==> src/hdl/three_axis_pid_quad_mixer_assert.svh <==
// Assertion macros shared by the quad mixer RTL.
// Needs i_clk and i_rst_n in the including module's scope.
`ifndef THREE_AXIS_PID_QUAD_MIXER_ASSERT_SVH
`define THREE_AXIS_PID_QUAD_MIXER_ASSERT_SVH

// same-cycle implication
`define QMX_ASSERT_NOW(lbl, ante, cons, msg) \
    lbl: assert property (@(posedge i_clk) disable iff (!i_rst_n) (ante) |-> (cons)) \
        else $error(msg);

// next-cycle implication
`define QMX_ASSERT_NXT(lbl, ante, cons, msg) \
    lbl: assert property (@(posedge i_clk) disable iff (!i_rst_n) (ante) |=> (cons)) \
        else $error(msg);

`endif

==> src/hdl/qmx_pkg.sv <==
// Package of the three-axis PID quad mixer: widths, types, register codes
// and the motor output function. No dependencies.
`default_nettype none

package qmx_pkg;

    localparam int AccW     = 104;
    localparam int MixW     = 106;
    localparam int DivSteps = 37;
    localparam int MulSteps = 7;
    localparam int CntW     = 6;

    localparam logic [11:0] M1_LO  = 12'd229;
    localparam logic [11:0] M1_HI  = 12'd420;
    localparam logic [11:0] M2_LO  = 12'd210;
    localparam logic [11:0] M2_HI  = 12'd409;
    localparam logic [11:0] M34_LO = 12'd220;
    localparam logic [11:0] M34_HI = 12'd420;
    localparam logic [20:0] MIX_SAT = 21'h100000;

    typedef logic signed [AccW-1:0] t_acc;
    typedef logic signed [MixW-1:0] t_mix;

    typedef enum logic [2:0] {
        S_IDLE, S_DIV, S_MUL, S_MIX, S_OUT
    } t_state;

    typedef enum logic [2:0] {
        REG_KP, REG_KI, REG_KD, REG_DB, REG_THR
    } t_reg_idx;

    typedef enum logic [2:0] {
        M_KP, M_KI0, M_KI1, M_KI2, M_KD0, M_KD1, M_KD2
    } t_mul_sel;

    typedef struct packed {
        logic     init;
        logic     div_en;
        logic     mul_en;
        t_mul_sel mul_sel;
    } t_lane_ctl;

    function automatic logic [11:0] qmx_motor(input t_mix v, input logic [11:0] thr,
                                              input logic [11:0] lo, input logic [11:0] hi);
        logic [MixW-1:0]  mag;
        logic [MixW-49:0] q;
        logic [20:0]      qs;
        logic signed [23:0] t;
        mag = v[MixW-1] ? MixW'(-v) : MixW'(v);
        q   = mag[MixW-1:48];
        qs  = (q > (MixW-48)'(MIX_SAT)) ? MIX_SAT : q[20:0];
        t   = $signed({12'b0, thr}) +
              (v[MixW-1] ? -$signed({3'b0, qs}) : $signed({3'b0, qs}));
        if (t < $signed({12'b0, lo})) t = $signed({12'b0, lo});
        if (t > $signed({12'b0, hi})) t = $signed({12'b0, hi});
        return t[11:0];
    endfunction

endpackage

`default_nettype wire

==> src/hdl/qmx_lane.sv <==
// One axis lane: error, saturating integral, bit-serial derivative divide
// and a 32x16 multiply-accumulate over the gains. Uses qmx_pkg.
`default_nettype none

module qmx_lane (
    input  logic                i_clk,
    input  logic                i_rst_n,
    input  qmx_pkg::t_lane_ctl  i_ctl,
    input  logic signed [15:0]  i_target,
    input  logic signed [15:0]  i_angle,
    input  logic [15:0]         i_dt,
    input  logic [31:0]         i_kp,
    input  logic [31:0]         i_ki,
    input  logic [31:0]         i_kd,
    input  logic [14:0]         i_deadband,
    output qmx_pkg::t_acc       o_ctrl,
    output logic                o_sat
);
    import qmx_pkg::*;

    logic signed [16:0] r_prev;
    logic signed [47:0] r_int;
    logic               r_sat;
    logic               r_e_neg, r_s_neg, r_d_neg;
    logic [15:0]        r_e_mag;
    logic [47:0]        r_s_mag;
    logic [36:0]        r_dvd;
    logic [15:0]        r_rem;
    t_acc               r_acc;

    logic signed [16:0] w_err;
    logic signed [17:0] w_diff;
    logic signed [33:0] w_edt;
    logic signed [49:0] w_sum;
    logic signed [47:0] w_snew;
    logic               w_clip, w_dead;
    logic [16:0]        w_emag, w_dmag, w_rsh;
    logic               w_ge;
    logic [31:0]        w_gain;
    logic [15:0]        w_chunk;
    logic [6:0]         w_shift;
    logic               w_neg;
    logic [47:0]        w_prod, w_quo48;
    logic [AccW-1:0]    w_term;

    always_comb begin
        w_err  = {i_target[15], i_target} - {i_angle[15], i_angle};
        w_diff = {w_err[16], w_err} - {r_prev[16], r_prev};
        w_edt  = w_err * $signed({1'b0, i_dt});
        w_sum  = {{2{r_int[47]}}, r_int} + {{16{w_edt[33]}}, w_edt};
        w_clip = (w_sum[49:47] != 3'b000) && (w_sum[49:47] != 3'b111);
        if (w_clip) begin
            w_snew = w_sum[49] ? {1'b1, 47'b0} : {1'b0, {47{1'b1}}};
        end else begin
            w_snew = w_sum[47:0];
        end
        w_emag = w_err[16] ? 17'(-w_err) : 17'(w_err);
        w_dead = w_emag < {2'b0, i_deadband};
        if (w_dead) w_snew = '0;
        w_dmag = w_diff[17] ? 17'(-w_diff) : 17'(w_diff);
        w_rsh  = {r_rem, r_dvd[36]};
        w_ge   = w_rsh >= {1'b0, i_dt};
    end

    always_comb begin
        w_quo48 = {11'b0, r_dvd};
        unique case (i_ctl.mul_sel)
            M_KP:  begin w_gain = i_kp; w_chunk = r_e_mag;         w_shift = 7'd20; w_neg = r_e_neg; end
            M_KI0: begin w_gain = i_ki; w_chunk = r_s_mag[15:0];   w_shift = 7'd20; w_neg = r_s_neg; end
            M_KI1: begin w_gain = i_ki; w_chunk = r_s_mag[31:16];  w_shift = 7'd36; w_neg = r_s_neg; end
            M_KI2: begin w_gain = i_ki; w_chunk = r_s_mag[47:32];  w_shift = 7'd52; w_neg = r_s_neg; end
            M_KD0: begin w_gain = i_kd; w_chunk = w_quo48[15:0];   w_shift = 7'd0;  w_neg = r_d_neg; end
            M_KD1: begin w_gain = i_kd; w_chunk = w_quo48[31:16];  w_shift = 7'd16; w_neg = r_d_neg; end
            M_KD2: begin w_gain = i_kd; w_chunk = w_quo48[47:32];  w_shift = 7'd32; w_neg = r_d_neg; end
            default: begin w_gain = '0; w_chunk = '0; w_shift = '0; w_neg = 1'b0; end
        endcase
        w_prod = w_gain * w_chunk;
        w_term = {{(AccW-48){1'b0}}, w_prod} << w_shift;
    end

    always_ff @(posedge i_clk) begin
        if (!i_rst_n) begin
            r_prev <= '0;
            r_int  <= '0;
            r_sat  <= 1'b0;
        end else if (i_ctl.init) begin
            r_prev <= w_err;
            r_int  <= w_snew;
            r_sat  <= w_clip && !w_dead;
        end
    end

    always_ff @(posedge i_clk) begin
        if (i_ctl.init) begin
            r_e_neg <= w_err[16];
            r_e_mag <= w_emag[15:0];
            r_s_neg <= w_snew[47];
            r_s_mag <= w_snew[47] ? 48'(-w_snew) : 48'(w_snew);
            r_d_neg <= w_diff[17];
            r_dvd   <= {w_dmag, 20'b0};
            r_rem   <= '0;
            r_acc   <= '0;
        end else if (i_ctl.div_en) begin
            r_rem <= w_ge ? 16'(w_rsh - {1'b0, i_dt}) : w_rsh[15:0];
            r_dvd <= {r_dvd[35:0], w_ge};
        end else if (i_ctl.mul_en) begin
            r_acc <= r_acc + (w_neg ? $signed(-w_term) : $signed(w_term));
        end
    end

    assign o_ctrl = r_acc;
    assign o_sat  = r_sat;

`include "three_axis_pid_quad_mixer_assert.svh"

    `QMX_ASSERT_NXT(a_rem_below_dt, i_ctl.div_en, {1'b0, r_rem} < {1'b0, i_dt}, "divider remainder not below divisor")
    `QMX_ASSERT_NXT(a_init_clears_acc, i_ctl.init, r_acc == '0, "accumulator not cleared at start")
    `QMX_ASSERT_NOW(a_ctl_excl, 1'b1, $onehot0({i_ctl.init, i_ctl.div_en, i_ctl.mul_en}), "lane controls overlap")

endmodule

`default_nettype wire

==> config.mk <==
export PLATFORM = sky130hd
export DESIGN_NAME = qmx_lane
export DESIGN_NICKNAME = d
export VERILOG_FILES = /design/src/hdl/qmx_pkg.sv /design/src/hdl/qmx_lane.sv
export VERILOG_INCLUDE_DIRS = /design/src /design/src/hdl
export SDC_FILE = /design/constraint.sdc
export NUM_CORES = 2
export LEC_CHECK = 0
export ABC_AREA = 1
export BUFFER_PORTS_ARGS = -buffer_cell sky130_fd_sc_hd__buf_2
export CORE_ASPECT_RATIO = 1.1
export CORE_MARGIN = 5
export CORE_UTILIZATION = 28
export CTS_BUF_LIST = sky130_fd_sc_hd__clkbuf_4 sky130_fd_sc_hd__clkbuf_8
export CTS_CLUSTER_SIZE = 12
export DETAILED_ROUTE_END_ITERATION = 10
export PLACE_DENSITY = 0.5
export SETUP_SLACK_MARGIN = 0.02
export SYNTH_ARGS = -nofsm -noshare
export SYNTH_HDL_FRONTEND = slang
export SYNTH_SLANG_ARGS = --single-unit
==> constraint.sdc <==
create_clock -name i_clk -period 13.1 [get_ports i_clk]
set_input_delay 2.62 -clock i_clk [delete_from_list [all_inputs] [get_ports i_clk]]
set_output_delay 2.62 -clock i_clk [all_outputs]
set_load 0.02 [all_outputs]
==> qor.yml <==
floorplanning:
  start_util_pct: 28.17
  die_h_um: 499.3
  dieWidth_um: 454.8
  dieArea_um2: 227100
  core-area_um2: 216400
  rows: 179
  pin_count: 272
routing:
  drtAntennaViolNets: 0
  drtIter0Drc: 4413
  routed_wl_um: 257200
  num_vias: 62690
  via_per_inst: 4.718
  drc: 0
  detail_route.wl_per_cell_um: 19.36
  drt_pass1_iterations: 6
critical_path:
  crit_arrival_ps: 13280
  start_kind: "input pin"
  cpPeakStageDelay_ps: 550
  path_max_fanout: 10
  endpoint_kind: "register"
  crit_top_cell: "nand2_1"
  cp_slowest_cell: "fa_1"
  critPathKind: "in -> reg"
  cp.required_ps: 13810
sta:
  skew_ps: 100.9
  max_freq_mhz: 79.56
  fin_hold_ws_ps: 442.2
  setup_viol: 0
  rsz0062_at_grt: "true"
  slew_viol_final: 0
  hold_viol_final: 0
  period_share_pct: 95.94
  fin_crit_ps: 12570
  tightestPinTransition_ps: 1205
  relSlewSlack_pct: 19.12
logic_synthesis:
  synthCells: 8933
  synthArstFlopShare_pct: 0
  synth.distinct_cells: 67
  syn_avg_cell_area_um2: 6.822
  synth_edf_count: 84
  synth-seq-cells: 290
  syn-num-nets: 10320
  synth_flop_cell: "dfxtp_1"
  ys_warn_count: 0
  synth_area_um2: 60940
  ys_seq_area_share_pct: 10.91
layout:
  layout_commonest_cell: "inv_1"
  drive_above_1_share_pct: 18.77
  layout_common_cells: "inv_1, nand2_1, buf_4, nor2_1, fa_1"
  synthToLayoutAreaGrowth_pct: 27.72
  nets: 11720
  finalNonFillerCells: 13290
placement:
  port_buffers: 271
  gp_congestion: 0.9593
  dp_hpwl_um: 220600
  dp.cells: 13160
clock_tree:
  clock-sinks: 290
  cts_buffer_depth: 3
  clkSlewWorstSetupHoldPaths_ps: 60
  cts-root-buf: "clkbuf_8"
  clk_latency_ps: 880
  cts.htree.levels: 2
  cts_inserted_buffers: 61
  cts_tree: "yes"
global_route:
  track_usage_pct: 22.35
  grt_pass1_vias: 64630
  antenna_found_initial: 5
  grt_overflow: 0
  grt_max_degree: 147
  grt_pass1_wl_um: 390800
hold_path:
  min_path_type: "reg -> reg"
flow_run:
  cap_viol_max_count: 0
outcome:
  outcome: "finished, final reports clean"
registers in the layout (all words and copies together) (netlist names), 16 cells and up:
name and cells:
o_ctrl 104, r_dvd 37, r_e_mag 16, r_int 48, r_prev 17, r_rem 16, r_s_mag 48
worst max-delay path: cells and delay by family:
family,cells,cell delay [ps]
AOI/OAI and AO/OA,4,650
adders and majority gates,8,3740
xor gates and xnor gates,2,290
and+or+nand+nor,29,3460
buffers and inverters,21,2480
stage by stage:
stage	area (µm²)	worst slack, ps	util (%)	setup TNS [ps]
floorplan	60940	621.1	-	0
global placement	75510	-1057	34.90	-32390
detailed placement	75510	-983.3	34.90	-29910
CTS	76960	10.00	35.57	0
global route	77830	-72.58	35.98	-219.6
finish	77840	531.6	35.98	0
routing by layer:
layer	wire length, µm	vias to the layer above	global-route usage [%]
met3	12500	306	1.860
met2	125400	1631	39.26
li1	-	30260	-
met5	11	-	0
met1	111100	30490	29.31
met4	8141	2	6.255
synth_stat cells (19+ instances only):
cell type,n,area (µm²)
nand4_1,66,412.9
nor2_1,1114,4182
clkinv_1,26,97.59
nor3_1,60,300.3
nor4_1,29,181.4
a31oi_1,74,462.9
clkbuf_1,180,675.7
xnor2_1,125,1095
xor2_1,179,1568
nand3_1,441,2207
fa_1,822,16460
o211ai_1,30,225.2
a21oi_1,466,2332
o22ai_1,29,181.4
a221oi_1,19,166.4
dfxtp_1,206,4124
ha_1,397,4967
buf_2,31,155.2
edfxtp_1,84,2522
buf_1,25,93.84
nand2_1,1930,7244
o21bai_1,33,247.7
inv_1,1932,7252
o21ai_0,401,2007
timing repair:
item / 4_1_cts / 5_1_grt
buffers inserted: 0 / 9
hold buffers: 0 / 0
resized for setup: 7 / 201
endpoints found under the setup margin: 8 / 59
cloned: 0 / 1
pin swaps: 0 / 18
final cells by class:
| cell class | instances | area, µm² |
|---|---|---|
| fill | 23460 | 138500 |
| multi-input combinational | 6430 | 46760 |
| antenna | 3 | 7.507 |
| timing repair buffer | 1585 | 11970 |
| inverter | 1968 | 7412 |
| tap | 2896 | 3623 |
| clock inverter | 34 | 375.4 |
| clock buffer | 81 | 1040 |
| sequential | 290 | 6646 |
path summary, 6_finish.rpt:
check                           slack, ps                    from  cells past startpoint                      end
worst max register to register       2360     r_dvd[36]$_DFFE_PP_                     58  o_ctrl[99]$_SDFFE_PP0P_
worst max-delay path                  530                i_ctl[0]                     64  o_ctrl[99]$_SDFFE_PP0P_
worst min register to register        440  r_dvd[14]$_SDFFE_PP0P_                      2   r_dvd[15]$_SDFFE_PP0P_
worst min-delay path                  440  r_dvd[14]$_SDFFE_PP0P_                      2   r_dvd[15]$_SDFFE_PP0P_
cells by family after synthesis:
| family | synth area share [%] |
|---|---|
| AO/OA/AOI/OAI | 10.91 |
| adder cells (fa/ha/maj) | 35.15 |
| flip-flops | 10.91 |
| AND/OR/NAND/NOR | 24.82 |
| XOR/XNOR | 4.441 |
| buffers and inverters | 13.76 |
| multiplexers | 0.01643 |
Power is not shown: default switching activity piles up to over one toggle a cycle in this logic, so the estimate is an artifact.
